**config.mk**
```make
export PLATFORM = sky130hd
export DESIGN_NAME = sbm_cordic_cell
export DESIGN_NICKNAME = d
export VERILOG_FILES = /design/src/rtl/core/sbm_pkg.sv /design/src/rtl/core/sbm_cordic_cell.sv
export SDC_FILE = /design/constraint.sdc
export NUM_CORES = 1
export LEC_CHECK = 0
export BUFFER_PORTS_ARGS = -buffer_cell sky130_fd_sc_hd__buf_2
export CAP_MARGIN = 10
export CORE_ASPECT_RATIO = 1.2
export CORE_MARGIN = 2
export CORE_UTILIZATION = 51
export DETAILED_ROUTE_END_ITERATION = 7
export PLACE_DENSITY = 0.8
export SYNTH_ARGS = -nofsm -noshare
export SYNTH_HDL_FRONTEND = slang
export SYNTH_SLANG_ARGS = --single-unit
```
**constraint.sdc**
```tcl
create_clock -name clk_i -period 4.3 [get_ports clk_i]
set_input_delay 1.29 -clock clk_i [delete_from_list [all_inputs] [get_ports clk_i]]
set_output_delay 1.29 -clock clk_i [all_outputs]
set_load 0.01 [all_outputs]
```
**src/rtl/core/sbm_pkg.sv**
```systemverilog
// ----------------------------------------------------------------------------
// sbm_pkg
// Shared widths, constants, codes and helper functions of the steerable band
// mask generator.
// ----------------------------------------------------------------------------
package sbm_pkg;

  // default values of the top level parameters
  localparam int MAX_DIM_DEF       = 4096;
  localparam int CORDIC_STAGES_DEF = 16;

  // field and register widths
  localparam int IDX_W     = 12;
  localparam int SIZE_W    = 13;
  localparam int LEVEL_W   = 4;
  localparam int ORIENT_W  = 4;
  localparam int COUNT_W   = 5;
  localparam int WEIGHT_W  = 16;
  localparam int CFG_IDX_W = 3;
  localparam int CFG_DAT_W = 13;

  // fixed point formats
  localparam int FRAC_W  = 24;                  // fraction bits of fx, fy
  localparam int NUM_W   = SIZE_W + FRAC_W + 1; // dividend and quotient width
  localparam int VEC_W   = NUM_W + 2;           // vectoring x, y width
  localparam int ANG_W   = 27;                  // angle width, pi = 2^24
  localparam int ROT_W   = 33;                  // rotation x, y width, Q30
  localparam int MUL_W   = 20;                  // slice of x for the gain product
  localparam int KQ24_W  = 24;
  localparam int RAD_W   = VEC_W;               // radius width
  localparam int RS_W    = RAD_W + 16;          // scaled radius width
  localparam int TURN_W  = 25;                  // one full turn is 2^25

  localparam logic [KQ24_W-1:0]  K_Q24   = 24'd10188014;
  localparam logic [ROT_W-1:0]   K_Q30   = 33'd652032874;
  localparam logic [ROT_W-1:0]   ONE_Q30 = 33'd1073741824;
  localparam logic [TURN_W-1:0]  ANG_PI  = 25'd16777216;
  localparam logic [TURN_W-1:0]  ANG_HPI = 25'd8388608;
  localparam logic [WEIGHT_W-1:0] W_ONE  = 16'd32768;

  // configuration register indexes
  typedef enum logic [CFG_IDX_W-1:0] {
    REG_GRID_ROWS   = 3'd0,
    REG_GRID_COLS   = 3'd1,
    REG_SCALE_LEVEL = 3'd2,
    REG_BAND_ORIENT = 3'd3,
    REG_ORIENT_CNT  = 3'd4
  } cfg_reg_e;

  // arctangent table, binary radians with pi = 2^24
  function automatic logic [ANG_W-1:0] atan_of(input int k);
    logic [ANG_W-1:0] a;
    case (k)
      0:       a = 27'd4194304;
      1:       a = 27'd2476042;
      2:       a = 27'd1308273;
      3:       a = 27'd664100;
      4:       a = 27'd333339;
      5:       a = 27'd166832;
      6:       a = 27'd83436;
      7:       a = 27'd41721;
      8:       a = 27'd20861;
      9:       a = 27'd10430;
      10:      a = 27'd5215;
      11:      a = 27'd2608;
      12:      a = 27'd1304;
      13:      a = 27'd652;
      14:      a = 27'd326;
      15:      a = 27'd163;
      16:      a = 27'd81;
      17:      a = 27'd41;
      18:      a = 27'd20;
      19:      a = 27'd10;
      20:      a = 27'd5;
      21:      a = 27'd3;
      22:      a = 27'd1;
      23:      a = 27'd1;
      default: a = '0;
    endcase
    return a;
  endfunction

  // (1 + c) / 2 in Q1.15 from a cosine in Q30, negated when folded
  function automatic logic [WEIGHT_W-1:0] raised_cos(input logic signed [ROT_W-1:0] x,
                                                     input logic neg);
    logic signed [ROT_W:0]   c;
    logic signed [ROT_W+1:0] s;
    logic signed [ROT_W+1:0] w;
    c = neg ? -{x[ROT_W-1], x} : {x[ROT_W-1], x};
    if (c > $signed({1'b0, ONE_Q30})) begin
      c = $signed({1'b0, ONE_Q30});
    end else if (c < -$signed({1'b0, ONE_Q30})) begin
      c = -$signed({1'b0, ONE_Q30});
    end
    s = $signed({2'b0, ONE_Q30}) + {c[ROT_W], c} + (ROT_W+2)'(32768);
    w = s >>> 16;
    return w[WEIGHT_W-1:0];
  endfunction

endpackage

```
**src/rtl/core/sbm_cordic_cell.sv**
```systemverilog
// ----------------------------------------------------------------------------
// sbm_cordic_cell
// One CORDIC micro-rotation, vectoring or rotation mode, registered for the
// next cell.
// ----------------------------------------------------------------------------
module sbm_cordic_cell #(
  parameter int W      = 40,
  parameter int K      = 0,
  parameter bit VECTOR = 1'b1,
  parameter int TW     = 1
) (
  input  logic                          clk_i,
  input  logic                          en_i,
  input  logic signed [W-1:0]           x_i,
  input  logic signed [W-1:0]           y_i,
  input  logic signed [sbm_pkg::ANG_W-1:0] z_i,
  input  logic [TW-1:0]                 tag_i,
  output logic signed [W-1:0]           x_o,
  output logic signed [W-1:0]           y_o,
  output logic signed [sbm_pkg::ANG_W-1:0] z_o,
  output logic [TW-1:0]                 tag_o
);
  import sbm_pkg::*;

  logic signed [W-1:0]     xs;
  logic signed [W-1:0]     ys;
  logic signed [ANG_W-1:0] a;
  logic                    up;

  // direction: drive y to zero or z to zero
  always_comb begin
    xs = x_i >>> K;
    ys = y_i >>> K;
    a  = $signed(atan_of(K));
    up = VECTOR ? !y_i[W-1] : z_i[ANG_W-1];
  end

  // step register
  always_ff @(posedge clk_i) begin
    if (en_i) begin
      if (up) begin
        x_o <= x_i + ys;
        y_o <= y_i - xs;
        z_o <= z_i + a;
      end else begin
        x_o <= x_i - ys;
        y_o <= y_i + xs;
        z_o <= z_i - a;
      end
      tag_o <= tag_i;
    end
  end

endmodule

```
==> flow_metrics.tcl <==
set metrics [dict create \
    status "completed" \
    fin_cells 1904 \
    wl_per_cell_um 18.7 \
    critPathTopFamily "compound AO/OA/AOI/OAI gates" \
    critPathMaxFanout 9 \
    holdWs_ns 1.11 \
    slowest_delay_ns 0.47 \
    place_area_mm2 0.0134 \
    io_buffers 217 \
    drt_iter0_markers 1194 \
    worstPathRequired_ns 4.40 \
    irDropWorstVdd_mv 0.214 \
    hold_start "z_i[3]" \
    cp.arrival_ns 4.31 \
    cts_sinks 107 \
    initial_utilization 0.521 \
    worstMarginPinSlew_ns 0.727 \
    grt_max_degree 58 \
    cellPowerDensity_mw_per_mm2 290 \
    synth_cells 1244 \
    syn-cell-area_mm2 0.0106 \
    async_flop_share 0 \
    rsz0062_at_grt "no" \
    gp_congestion 0.976 \
    netlist-cell-type-count 70 \
    hold_path_depth 1 \
    grt_pass1_wl_um 55400 \
    synth-seq-cells 107 \
    hold_viol 0 \
    drive_gt1_frac 0.286 \
    path_clk_slew_ns 0.08 \
    clock_path_buffers 2 \
    synth_edf_count 107 \
    fmax_mhz 238 \
    fp-row-count 57 \
    core-area_mm2 0.0203 \
    die_h_um 162 \
    grt_use_total 0.319 \
    power.total_mw 3.99 \
    route.detailed.drc 0 \
    wirelength_um 35500 \
    grt-ovfl-total 0 \
    num-nets-final 1879 \
    ios 218 \
    worst-setup-path-type "primary input to flop" \
    place_hpwl_um 29100 \
    die-area_mm2 0.0220 \
    critPathMostFrequentCell "inv_1" \
    diodes 0 \
    cts_buffers 9 \
    critPathBufInv 4 \
    path_cells "buf_2 > inv_1 > ha_1 > inv_1 > a311oi_1 > a211oi_2 > o311ai_1 > buf_4 > a32o_1 > o31a_1 > o21ai_1 > a21oi_1 > o21ai_0 > xnor2_1" \
    drv_slew 0 \
    grt_pass1_vias 10700 \
    period_share 0.979 \
    avgSynthCellArea_um2 8.52 \
    antenna_found_initial 0 \
    setup_viol 0 \
    postCtsSetupRepairBufs 0 \
    power.static_leakage_nw 6.50 \
    ys_warn_count 0 \
    fin_area_mm2 0.0137 \
    start_kind "primary input" \
    relSlewSlack 0.515 \
    vias_per_cell 5.76 \
    clockRootBuffer "clkbuf_16" \
    hold_class "primary input to flop" \
    antenna_left 0 \
    drtPass1Iterations 6 \
    postCtsHoldBufs 0 \
    critPathSlowestCell "ha_1" \
    cts_tree "yes" \
    dp_cells 1888 \
    syn_nets 1489 \
    holdPathEnd "z_o[3]" \
    synth_flop_cell "edfxtp_1" \
    areaGrowthSynthToFinish_pct 29.6 \
    maxCapViolCount 0 \
    end_kind "flop" \
    min_period_ns 4.21 \
    ys_seq_area_frac 0.303 \
    final_core_util 0.676 \
    cts_max_level 3 \
    num_vias 11000 \
    die_w_um 136 \
]
cell families (layout without fill, tap and decap cells):
family / after synthesis / in the layout / synth area share
AND/OR/NAND/NOR: 295 / 295 / 0.129
XOR/XNOR: 80 / 80 / 0.0661
adder cells (fa/ha/maj): 135 / 135 / 0.162
multiplexers: 28 / 28 / 0.0264
buffers and inverters: 180 / 575 / 0.0658
flip-flops: 107 / 107 / 0.303
AO/OA/AOI/OAI: 419 / 419 / 0.247
through the flow:
stage | TNS (ns) | setup slack [ns]
global placement | -2.82 | -0.291
CTS | 0 | 0.0902
global route | 0 | 0.0122
detailed placement | -4.34 | -0.402
finish | 0 | 0.0904
floorplan | 0 | 0.179
cell type report:
class	instances	area, um2
inverter	126	473
sequential	107	3210
tap	265	332
multi-input combinational	957	6710
fill	1705	6590
clock buffer	10	229
timing repair buffer	433	2720
clock inverter	6	56.3
routing by layer:
layer  vias up  track usage  share of wire
li1       5223            -              -
met1      5156        0.412           0.41
met2       511        0.542           0.48
met3        82       0.0440          0.069
met4         0        0.117          0.034
met5         -            0              0
synthesized netlist by cell type (all sizes together), types with 5 or more instances:
cell / instances / area, um2
a2111oi: 7 / 63.8
a211oi: 14 / 115
a21boi: 5 / 37.5
a21o: 34 / 255
a21oi: 156 / 785
a31oi: 8 / 50.1
and2: 6 / 37.5
buf: 19 / 92.6
clkbuf: 35 / 131
edfxtp: 107 / 3210
ha: 131 / 1640
inv: 124 / 465
mux2i: 28 / 280
nand2: 75 / 282
nand2b: 15 / 93.8
nand3: 19 / 95.1
nand4: 9 / 56.3
nor2: 98 / 368
nor2b: 10 / 62.6
nor3: 30 / 150
nor4: 7 / 43.8
o211ai: 9 / 67.6
o21a: 8 / 60.1
o21ai: 89 / 445
o21bai: 31 / 233
o221ai: 5 / 43.8
o22ai: 5 / 31.3
o31ai: 15 / 123
or3: 9 / 56.3
xnor2: 72 / 631
xor2: 8 / 70.1
repair_timing:
item                       4_1_cts  5_1_grt
cloned                           0        0
resized for setup                1        7
setup endpoints to repair        2       12
flip-flops by register name, indices dropped and copies added, names as in the netlist:
name and cells:
x_o 40, z_o 27, y_o 39, tag_o 1
cells in the final DEF, fill, tap and decap left out, types with 5 or more instances in the layout:
| cell type | n |
|---|---|
| a2111oi_0 | 5 |
| a211oi_1 | 11 |
| a21o_1 | 34 |
| a21oi_1 | 154 |
| a31oi_1 | 8 |
| and2_1 | 6 |
| buf_2 | 216 |
| buf_4 | 216 |
| clkbuf_16 | 9 |
| edfxtp_1 | 107 |
| ha_1 | 130 |
| inv_1 | 123 |
| mux2i_1 | 28 |
| nand2_1 | 75 |
| nand2b_1 | 15 |
| nand3_1 | 19 |
| nand4_1 | 9 |
| nor2_1 | 98 |
| nor2b_1 | 10 |
| nor3_1 | 29 |
| nor4_1 | 7 |
| o211ai_1 | 9 |
| o21a_1 | 8 |
| o21ai_0 | 85 |
| o21bai_1 | 31 |
| o22ai_1 | 5 |
| o31ai_1 | 13 |
| or3_1 | 9 |
| xnor2_1 | 72 |
| xor2_1 | 8 |
how the worst max path moves through the flow:
stage / startpoint / to / depth (start not counted)
after floorplan: x_i[0] / y_o[24] / 12
after global placement: x_i[4] / y_o[35] / 14
after detailed placement: x_i[4] / y_o[35] / 14
after CTS: x_i[4] / y_o[35] / 14
after global routing: x_i[6] / x_o[35] / 14
final: x_i[5] / y_o[35] / 14
where the power goes:
group	leakage (nW)	switching [mW]	internal [mW]
Clock	0.138	0.430	0.409
Sequential	1.05	0.0511	1.36
Combinational	5.31	0.986	0.753
(Power assumes the default switching activity.)
