<file path="config.mk">
export PLATFORM = sky130hd
export DESIGN_NAME = sbm_div_cell
export DESIGN_NICKNAME = d
export VERILOG_FILES = /design/src/rtl/core/sbm_div_cell.sv
export SDC_FILE = /design/constraint.sdc
export NUM_CORES = 1
export LEC_CHECK = 0
export BUFFER_PORTS_ARGS = -buffer_cell sky130_fd_sc_hd__clkbuf_2
export CORE_UTILIZATION = 44
export CTS_CLUSTER_SIZE = 16
export DETAILED_ROUTE_END_ITERATION = 10
export PLACE_DENSITY_LB_ADDON = 0.1
export SYNTH_ARGS = -nofsm -noshare
export SYNTH_HDL_FRONTEND = slang
export SYNTH_SLANG_ARGS = --single-unit
</file>
<file path="constraint.sdc">
create_clock -name clk_i -period 2.7 [get_ports clk_i]
set_input_delay 0.27 -clock clk_i [delete_from_list [all_inputs] [get_ports clk_i]]
set_output_delay 0.27 -clock clk_i [all_outputs]
set_load 0.005 [all_outputs]
</file>
<file path="src/rtl/core/sbm_div_cell.sv">
// ----------------------------------------------------------------------------
// sbm_div_cell
// One restoring division step: brings in the next dividend bit and produces
// one quotient bit, registered for the next cell.
// ----------------------------------------------------------------------------
module sbm_div_cell #(
  parameter int NW = 38,
  parameter int DW = 13,
  parameter int TW = 1
) (
  input  logic          clk_i,
  input  logic          en_i,
  input  logic [DW-1:0] div_i,
  input  logic [NW-1:0] num_i,
  input  logic [DW-1:0] rem_i,
  input  logic [NW-1:0] quo_i,
  input  logic [TW-1:0] tag_i,
  output logic [NW-1:0] num_o,
  output logic [DW-1:0] rem_o,
  output logic [NW-1:0] quo_o,
  output logic [TW-1:0] tag_o
);

  logic [DW:0]   trial;
  logic          fits;
  logic [DW-1:0] rem_d;

  // trial subtract of the divisor
  always_comb begin
    trial = {rem_i, num_i[NW-1]};
    fits  = trial >= {1'b0, div_i};
    rem_d = fits ? DW'(trial - {1'b0, div_i}) : trial[DW-1:0];
  end

  // step register
  always_ff @(posedge clk_i) begin
    if (en_i) begin
      num_o <= {num_i[NW-2:0], 1'b0};
      rem_o <= rem_d;
      quo_o <= {quo_i[NW-2:0], fits};
      tag_o <= tag_i;
    end
  end

endmodule

</file>
==> results of run 1 <==
-- flip-flops by register name (all words and copies together) (netlist names) --
register,count
rem_o,13
tag_o,1
quo_o,38
num_o,37
-- final cells by class --
type	instances	area [µm²]
Multi-Input combinational cell	93	777.0
Tap cell	102	127.6
Inverter	15	56.30
Fill cell	636	2885
Clock inverter	7	76.32
Clock buffer	9	123.9
Sequential cell	89	2673
Timing Repair Buffer	198	1008
-- routing by layer --
layer,global-route usage [%],vias to the layer above
met5,0,-
met4,4.365,0
met3,5.721,4
met2,31.58,102
met1,21.01,1089
li1,-,1161
-- synth_stat cells (all sizes together) (3+ instances only) --
master / number
a211oi: 3
a21oi: 9
edfxtp: 89
ha: 13
inv: 15
mux2: 11
nand2: 4
nand2b: 3
nor2: 8
o21ai: 6
xnor2: 4
xor2: 5
-- cells in the final DEF, fill, tap and decap left out, drive strengths merged, types with 2 or more instances in the layout --
| cell | instances |
|---|---|
| a211oi | 3 |
| a21o | 2 |
| a21oi | 9 |
| buf | 7 |
| clkbuf | 200 |
| clkinvlp | 3 |
| edfxtp | 89 |
| ha | 13 |
| inv | 17 |
| mux2 | 11 |
| mux2i | 2 |
| nand2 | 4 |
| nand2b | 3 |
| nand3 | 2 |
| nor2 | 8 |
| nor2b | 2 |
| nor3 | 2 |
| o21ai | 6 |
| or2 | 2 |
| xnor2 | 4 |
| xor2 | 5 |
-- final timing paths --
check | from | to | slack (ps) | cells past startpoint
min | num_i[0] | num_o[1] | 90 | 1
max | num_i[37] | rem_o[3] | 480 | 11
-- through the flow --
stage / total power (µW) / instances
finish: 3085 / 513
global route: 3225 / 513
CTS: 3117 / 513
detailed placement: 2204 / 497
global placement: 2195 / 497
floorplan: 1945 / 199
-- cells by family (layout without fill, tap and decap cells) --
| kind of cell | count (synthesis) | count (layout) |
|---|---|---|
| flip-flops | 89 | 89 |
| AND/OR/NAND/NOR | 30 | 30 |
| AO/OA/AOI/OAI | 26 | 26 |
| buffers and inverters | 17 | 229 |
| adder cells (fa/ha/maj) | 14 | 14 |
| multiplexers | 13 | 13 |
| XOR/XNOR | 9 | 9 |
| other | 1 | 1 |
-- where the power goes --
group	internal (µW)	total, µW	switching, µW
clock network	434	920	485
logic	251	469	217
registers	1670	1700	30.8
total	2350	3090	734
==> out/metrics.cfg, run 1 <==
[routing]
routed-wl-met3_um = 507
met2_length_um = 3840
ant_nets = 0
drt-initial-drc-count = 39
via_per_inst = 4.593
via_count = 2356
drcViolationCount = 0
first_pass_iters = 4
met1_length_um = 3001
drt-total-wl_um = 7394
wl_per_cell_um = 14.41
highest_layer = met4

[cells_and_area]
area.growth.synth_to_final_pct = 37.04
drive_gt1_share_pct = 55.72
stdcell_area_mm2 = 0.004842
nets = 525
antennaDiodeCount = 0
postLayoutCoreUtil_pct = 62.66

[setup_path]
startpoint_type = primary input
worstPathRequired_ps = 2800
cp_num_buf_inv = 3
cp.arrival_ps = 2320
end_kind = flip-flop
cp_slowest_cell = fa_1
critPathTopFamily = compound AO/OA/AOI/OAI gates
slowest_delay_ps = 390
worstSetupPathType = primary input to flip-flop
path_cells = clkbuf_2 -> inv_1 -> ha_1 -> fa_1 -> nand2b_1 -> a21oi_2 -> o21ai_2 -> a211oi_2 -> o32a_2 -> buf_4 -> mux2_2
path_max_fanout = 6

[global_route]
grt_pass1_vias = 2272
overflow = 0
grt_max_degree = 43
grt_first_pass_wirelength_um = 11160
antenna_found_initial = 0
grt_use_total_pct = 17.85

[synth]
synth_compound_area_share_pct = 4.993
synth_top_family_by_area = adder cells
synth_edf_count = 89
synth_area_leaders = edfxtp_1, ha_1, mux2_4
syn_area_mm2 = 0.003533
syn-instance-count = 199
yosysTopAreaCell = edfxtp_1
ys_ff_latch = 89
ys_types = 42
synth_fa_ha_area_share_pct = 5.170
async_flop_share_pct = 0
syn_area_per_cell_um2 = 17.76
syn_nets = 318
synthMuxAreaShare_pct = 4.816
synth_top_area_share_pct = 75.64
synth_xor_area_share_pct = 2.231
yosysWarnings = 0
synth.yosys.seq_area_share_pct = 75.64
yosys.area_share.simple_pct = 4.674
synthFlopType = edfxtp_1

[clock_network]
cts_made_buffers = 9
post_cts_buffers = 0
cts_tree = done
cts_resized = 0
clock-sinks = 89
root_buffer = clkbuf_8
clk_path_buf_depth = 2
cts.htree.levels = 3
cts_hold_buf = 0
path_clk_slew_ps = 90

[timing]
setup_viol = 0
grt_setup_unrepaired = false
whs_ps = 91.45
maxClockFrequency_ghz = 0.4500
finalWorstSetupSlack_ps = 477.6
finalMaxSlewViolations = 0
tightest_slew_ps = 528.2
fin_crit_ps = 2222
hold_violations = 0
relSlewSlack_pct = 64.79
finalCritPeriodShare_pct = 82.31
tns_ps = 0

[die]
fp.dieW_um = 91.61
ioPinCount = 195
start_util_pct = 45.73
core_mm2 = 0.007727
die_y_um = 91.61
rows = 32
dieArea_mm2 = 0.008392

[status]
status = completed

[place]
place_congestion = 0.7703
dp_hpwl_um = 5756
io_buffers = 192
dp_slack_ps = 113.8
dpl_cell_area_mm2 = 0.004642

[run]
maxCapViolCount = 0

[power]
irDropWorstVdd_mv = 0.2569
power_density_mw_per_mm2 = 637.2
power_leakage_uw = 0.002222

[min_path]
hold_path.class = primary input to flip-flop

Note: power is estimated with default switching activity, not from simulation.
==> run 2, diff against run 1 <==
--- a/config.mk
+++ b/config.mk
@@ -6,7 +6,7 @@
 export NUM_CORES = 1
 export LEC_CHECK = 0
 export BUFFER_PORTS_ARGS = -buffer_cell sky130_fd_sc_hd__clkbuf_2
-export CORE_UTILIZATION = 44
+export CORE_UTILIZATION = 40
 export CTS_CLUSTER_SIZE = 16
 export DETAILED_ROUTE_END_ITERATION = 10
 export PLACE_DENSITY_LB_ADDON = 0.1
==> constraint.sdc (replaced) <==
create_clock -name clk_i -period 1.85 [get_ports clk_i]
set_input_delay 0.185 -clock clk_i [delete_from_list [all_inputs] [get_ports clk_i]]
set_output_delay 0.185 -clock clk_i [all_outputs]
set_load 0.005 [all_outputs]
==> run 2 against run 1 <==
Compared with the run above:
- the flow now finishes with violations (negative setup slack)
- routed wire length grew 21%
- largest power group unchanged
- total power grew 58%
- combinational power grew 100%
- clock-buffer cell count grew 1
- non-clock buffer count grew 96
- sequential cell count is the same
==> out/metrics.cfg, run 2 (synthesized netlist as in run 1, its figures left out) <==
[routing]
via_per_inst = 4.485  ; -2.4%
wl_per_cell_um = 14.57  ; +1.1%
ant_nets = 0  ; unchanged
drt-initial-drc-count = 51  ; +31%
first_pass_iters = 4  ; unchanged
drt-total-wl_um = 8933  ; +21%
drcViolationCount = 0  ; unchanged
via_count = 2749  ; +17%

[timing]
maxClockFrequency_ghz = 0.4910
tns_ps = -2057  ; -2057 ps
finalWorstSetupSlack_ps = -186.6  ; -664.2 ps
grt_setup_unrepaired = true
finalMaxSlewViolations = 0  ; unchanged
fin_crit_ps = 2037
whs_ps = 28.78  ; -62.67 ps
setup_viol = 13  ; +13
finalCritPeriodShare_pct = 110.1
hold_violations = 0  ; unchanged

[power]
power_density_mw_per_mm2 = 827.1  ; +30%
power_uw = 4876  ; +58%
power_leakage_uw = 0.002713  ; +22%
irDropWorstVdd_mv = 0.3954  ; +54%

[cells_and_area]
antennaDiodeCount = 0  ; unchanged
top_register = quo_o
area.growth.synth_to_final_pct = 66.86
postLayoutCoreUtil_pct = 70.34  ; +7.7 points
largest_register_ffs = 38  ; unchanged
final_cell_mix = clkbuf_2, edfxtp_1, dlygate4sd3_1, buf_4, inv_1
mostFrequentLayoutCell = clkbuf_2
top_regs = quo_o x38, num_o x37, rem_o x13
drive_gt1_share_pct = 51.57  ; -4.1 points
nets = 622  ; +18%
stdcell_area_mm2 = 0.005896  ; +22%
nFillCells = 619  ; -2.7%

[run]
maxCapViolCount = 0  ; unchanged

[clock_network]
path_clk_slew_ps = 80  ; about the same
cts.htree.levels = 3  ; unchanged
cts_made_buffers = 9  ; unchanged
root_buffer = clkbuf_8
cts_tree = done
clk_path_buf_depth = 2  ; unchanged
clock-sinks = 89  ; unchanged

[status]
violations = negative setup slack
status = finished, violations left

[setup_path]
worstPathRequired_ps = 1950  ; -850 ps
worstSetupPathType = primary input to flip-flop
startpoint_type = primary input
path_max_fanout = 6  ; unchanged
cp.arrival_ps = 2140  ; -180 ps
end_kind = flip-flop

[global_route]
grt_max_degree = 41  ; -4.7%
grt_pass1_vias = 2657  ; +17%
overflow = 0  ; unchanged
antenna_found_initial = 0  ; unchanged
grt_first_pass_wirelength_um = 12800  ; +15%
grt_use_total_pct = 19.12  ; +1.3 points

[die]
ioPinCount = 195  ; unchanged
fp.dieW_um = 95.99  ; +4.8%
core_mm2 = 0.008382  ; +8.5%
start_util_pct = 42.16  ; -3.6 points
die_y_um = 95.99  ; +4.8%
dieArea_mm2 = 0.009213  ; +9.8%
rows = 33  ; +3.1%

[min_path]
hold_path.class = primary input to flip-flop

[place]
io_buffers = 192  ; unchanged
place_congestion = 0.7742  ; +0.51%
dpl_cell_area_mm2 = 0.004905  ; +5.7%
dp_hpwl_um = 6298  ; +9.4%

run 2: cell count changes in the layout (fill, tap and decap cells not counted), sizes merged:
cell	change
buf	+28
dlygate4sd3	+68
clkbuf	+1
bufinv	+1
o32a	+1
clkinv	+1
clkinvlp	-2
inv	-1
run 2: repair_timing:
item | 4_1_cts | 5_1_grt
setup endpoints to repair | 13 | 13
hold buffers | 61 | 7
cloned | 1 | 0
endpoints found under the hold margin | 61 | 7
gates resized for setup | 7 | 2
setup buffers | 3 | 1
run 2: metrics by stage:
step / worst slack, ps / cells
floorplan: -310.0 / 199
global placement: -567.9 / 524
detailed placement: -619.1 / 524
CTS: -180.4 / 605
global route: -196.4 / 613
finish: -186.6 / 613
run 2: where the power goes:
group / total, µW / internal, µW / switching [µW]
logic: 938 / 553 / 385
clock network: 1460 / 769 / 688
registers: 2480 / 2430 / 48.5
run 2: cell type report:
type / instances / area (µm²) / share of cell area, %
Clock buffer: 10 / 127.6 / 2.165
Clock inverter: 6 / 91.34 / 1.549
Inverter: 15 / 68.82 / 1.167
Multi-Input combinational cell: 94 / 855.8 / 14.52
Sequential cell: 89 / 2673 / 45.33
Tap cell: 105 / 131.4 / 2.228
Timing Repair Buffer: 294 / 1948 / 33.04
run 2: worst paths after layout:
| path | start | to | slack [ps] | cells past startpoint |
|---|---|---|---|---|
| max | num_i[37] | rem_o[12] | -190 | 10 |
| min | num_i[21] | num_o[22] | 30 | 1 |
run 2: worst max-delay path, cell delays in order:
cell and delay (ps):
clkbuf_16 120, inv_12 30, ha_4 150, fa_2 340
nand2b_4 160, a21oi_4 160, o21ai_2 80, a211oi_2 300
o32a_4 310, mux2_4 310
run 2: metal layers:
layer	routed length, µm	vias up	GRT usage (%)
met2	4654	115	33.16
met4	130	0	7.214
met1	3542	1262	22.41
met3	604	9	5.450
li1	-	1363	-
met5	0	-	0
==> run 3, diff against run 2 <==
--- a/config.mk
+++ b/config.mk
@@ -5,8 +5,9 @@
 export SDC_FILE = /design/constraint.sdc
 export NUM_CORES = 1
 export LEC_CHECK = 0
+export ABC_AREA = 1
 export BUFFER_PORTS_ARGS = -buffer_cell sky130_fd_sc_hd__clkbuf_2
-export CORE_UTILIZATION = 40
+export CORE_UTILIZATION = 41
 export CTS_CLUSTER_SIZE = 16
 export DETAILED_ROUTE_END_ITERATION = 10
 export PLACE_DENSITY_LB_ADDON = 0.1
==> run 3 against run 2 <==
Compared with the run above:
- the flow now finishes without violations
- final area grew 3.8%
- sequential cell count is the same
- global-route usage grew 0.87 points
- total power grew 5.8%
- hold slack lost 9.8 ps
- via count grew 17%
- utilization shrank 3.8 points
- first-iteration DRC count grew 39%
- critical path depth grew 2
- sequential power is essentially flat
- sequential share of layout area shrank 1.7 points
- die area grew 7.0%
- critical endpoint unchanged
==> out/metrics.cfg, run 3 <==
[cells_and_area]
antennaDiodeCount = 0  ; unchanged
top_register = quo_o
nets = 714  ; +15%
final_cell_mix = clkbuf_2, edfxtp_1, dlygate4sd3_1, nand2_1, inv_1
top_regs = quo_o x38, num_o x37, rem_o x13
mostFrequentLayoutCell = clkbuf_2
largest_register_ffs = 38  ; unchanged
nFillCells = 727  ; +17%
area.growth.synth_to_final_pct = 57.74
layout.area.seq_mm2 = 0.002673  ; unchanged
drive_gt1_share_pct = 44.33  ; -7.2 points
fin_cells = 711  ; +16%
multi_input_comb_area_um2 = 942.2  ; +10%

[die]
dieArea_mm2 = 0.009854  ; +7.0%
rows = 35  ; +6.1%
fp.dieW_um = 99.27  ; +3.4%
die_y_um = 99.27  ; +3.4%
start_util_pct = 42.18  ; about the same
core_mm2 = 0.009196  ; +9.7%
ioPinCount = 195  ; unchanged

[power]
power_leakage_uw = 0.002983  ; +10%
swShare_pct = 23.46  ; +0.45 points
power_density_mw_per_mm2 = 843.0  ; +1.9%
p_clk_share_pct = 34.1  ; +4.2 points
internal_power_uw = 3948  ; +5.1%
irDropWorstVdd_mv = 0.4676  ; +18%
share_seq_of_total_power_pct = 48.1  ; -2.8 points
p_comb_share_pct = 17.8  ; -1.4 points
p_sw_uw = 1210  ; +7.8%

[run]
maxCapViolCount = 0  ; unchanged

[synth]
yosys-top-cells-count = edfxtp_1, nand2_1, inv_1
synth_area_leaders = edfxtp_1, nand2_1, inv_1
syn_nets = 422  ; +33%
synth.yosys.seq_area_share_pct = 68.90  ; -6.7 points
synth_top_area_share_pct = 68.90  ; -6.7 points
syn_area_mm2 = 0.003879  ; +9.8%
ys_types = 24  ; -43%
async_flop_share_pct = 0  ; unchanged
syn_area_per_cell_um2 = 12.80  ; -28%
synth.most_common_cell = edfxtp_1
syn-instance-count = 303  ; +52%
yosysTopAreaCell = edfxtp_1
yosysWarnings = 0  ; unchanged
synthFlopType = edfxtp_1
synth_edf_count = 89  ; unchanged
ys_ff_latch = 89  ; unchanged

[setup_path]
end_kind = flip-flop
slowest_delay_ps = 400  ; +60 ps
worstSetupPathType = primary input to flip-flop
path_cells = clkbuf_2 -> inv_1 -> ha_1 -> fa_1 -> inv_1 -> nand3_1 -> nand3_1 -> nand2_1 -> nand3_1 -> nand2_1 -> nand3_2 -> nand2_1
cp.arrival_ps = 1620  ; -520 ps
cp_slowest_cell = fa_1
critPathTopFamily = simple AND/OR/NAND/NOR gates
path_max_fanout = 3  ; -3
worstPathRequired_ps = 1960  ; about the same
cp_num_buf_inv = 3  ; +1
startpoint_type = primary input

[routing]
drt-total-wl_um = 10280  ; +15%
met1_length_um = 3968  ; +12%
met2_length_um = 5545  ; +19%
drcViolationCount = 0  ; unchanged
routed-wl-met3_um = 616  ; +2.0%
via_count = 3223  ; +17%
ant_nets = 0  ; unchanged
highest_layer = met4
via_per_inst = 4.533  ; +1.1%
first_pass_iters = 5  ; +1
drt-initial-drc-count = 71  ; +39%
wl_per_cell_um = 14.45  ; -0.81%

[place]
dp_hpwl_um = 6987  ; +11%
dp_cells = 623  ; +19%
io_buffers = 192  ; unchanged
place_congestion = 0.8714  ; +13%

[min_path]
holdPathStages = 1  ; unchanged
hold_path.class = primary input to flip-flop
min_from = quo_i[6]
whs_endpoint = quo_o[7]

[clock_network]
path_clk_slew_ps = 90  ; about the same
clock-sinks = 89  ; unchanged
cts.htree.levels = 3  ; unchanged
cts_made_buffers = 9  ; unchanged
root_buffer = clkbuf_8
post_cts_buffers = 0  ; -3
clk_path_buf_depth = 2  ; unchanged
cts_tree = done

[timing]
setup_viol = 0  ; -13
finalMaxSlewViolations = 0  ; unchanged
fin_crit_ps = 1506  ; -530.4 ps
tns_ps = 0  ; +2057 ps
hold_violations = 0  ; unchanged
finalCritPeriodShare_pct = 81.42  ; -29 points
grt_setup_unrepaired = false
maxClockFrequency_ghz = 0.6639  ; +35%

[global_route]
grt_max_degree = 39  ; -4.9%
grt_pass1_vias = 3078  ; +16%
antenna_found_initial = 0  ; unchanged
overflow = 0  ; unchanged
grt_use_total_pct = 19.99  ; +0.87 points
grt_first_pass_wirelength_um = 15040  ; +17%

[status]
status = completed

## run 3: changes by cell type after synthesis, moves of 7 or more
cell,before,now
nand2_2,0,11
inv_1,15,51
nand3_1,2,11
mux2_4,7,0
nand4_1,1,11
nand2_1,4,68
## run 3: power by group through the flow
stage               registers [µW]  logic [µW]  clock network, µW
global placement              2510         787                  0
finish                        2480         920               1760
global route                  2500        1020               1880
CTS                           2480         890               1790
floorplan                     2550         329                  0
detailed placement            2520         794                  0
## run 3: how the worst max path moves through the flow
| stage | start | endpoint | slack [ps] | cells past startpoint |
|---|---|---|---|---|
| final | num_i[37] | rem_o[12] | 340 | 12 |
| after global routing | num_i[37] | rem_o[8] | 280 | 12 |
| after CTS | num_i[37] | rem_o[12] | 390 | 12 |
| after floorplan | num_i[37] | rem_o[1] | 170 | 10 |
| after global placement | num_i[37] | rem_o[12] | 20 | 12 |
| after detailed placement | num_i[37] | rem_o[12] | 6 | 12 |
## run 3: stage by stage
stage	hold WS, ps	util [%]	setup WS (ps)	instance area (µm²)	total power, µW
2_1_floorplan	283.9	-	167.2	3879	2875
3_3_place_gp	362.9	55.74	23.26	5126	3300
3_5_place_dp	363.6	55.74	5.802	5126	3318
4_1_cts	0.6831	64.57	391.7	5938	5152
5_1_grt	6.653	66.53	277.1	6118	5393
6_report	18.98	66.53	343.8	6118	5158
## run 3: cells by family (layout without fill, tap and decap cells)
kind of cell             count (synthesis)  after routing  share of synthesized area [%]
AO/OA/AOI/OAI                           12             12                          2.516
flip-flops                              89             89                          68.90
buffers and inverters                   61            358                          6.806
AND/OR/NAND/NOR                        120            120                          15.61
other                                    1              1                        0.09668
XOR/XNOR                                 6              6                          1.355
adder cells (fa/ha/maj)                 14             14                          4.710
## run 3: repair_timing
item,CTS,global route
hold buffers,54,18
gates resized for setup,0,0
endpoints found under the hold margin,54,18
## run 3: layer usage
layer | GRT usage, % | vias up
met5 | 0 | -
met4 | 5.090 | 0
met3 | 5.200 | 12
met2 | 37.61 | 111
met1 | 22.38 | 1501
li1 | - | 1599
## run 3: layout make-up
type | instances | share of cell area, %
Clock inverter | 7 | 2.413
Timing Repair Buffer | 285 | 30.72
Multi-Input combinational cell | 153 | 15.40
Tap cell | 111 | 2.270
Clock buffer | 9 | 2.025
Inverter | 57 | 3.497
Sequential cell | 89 | 43.68
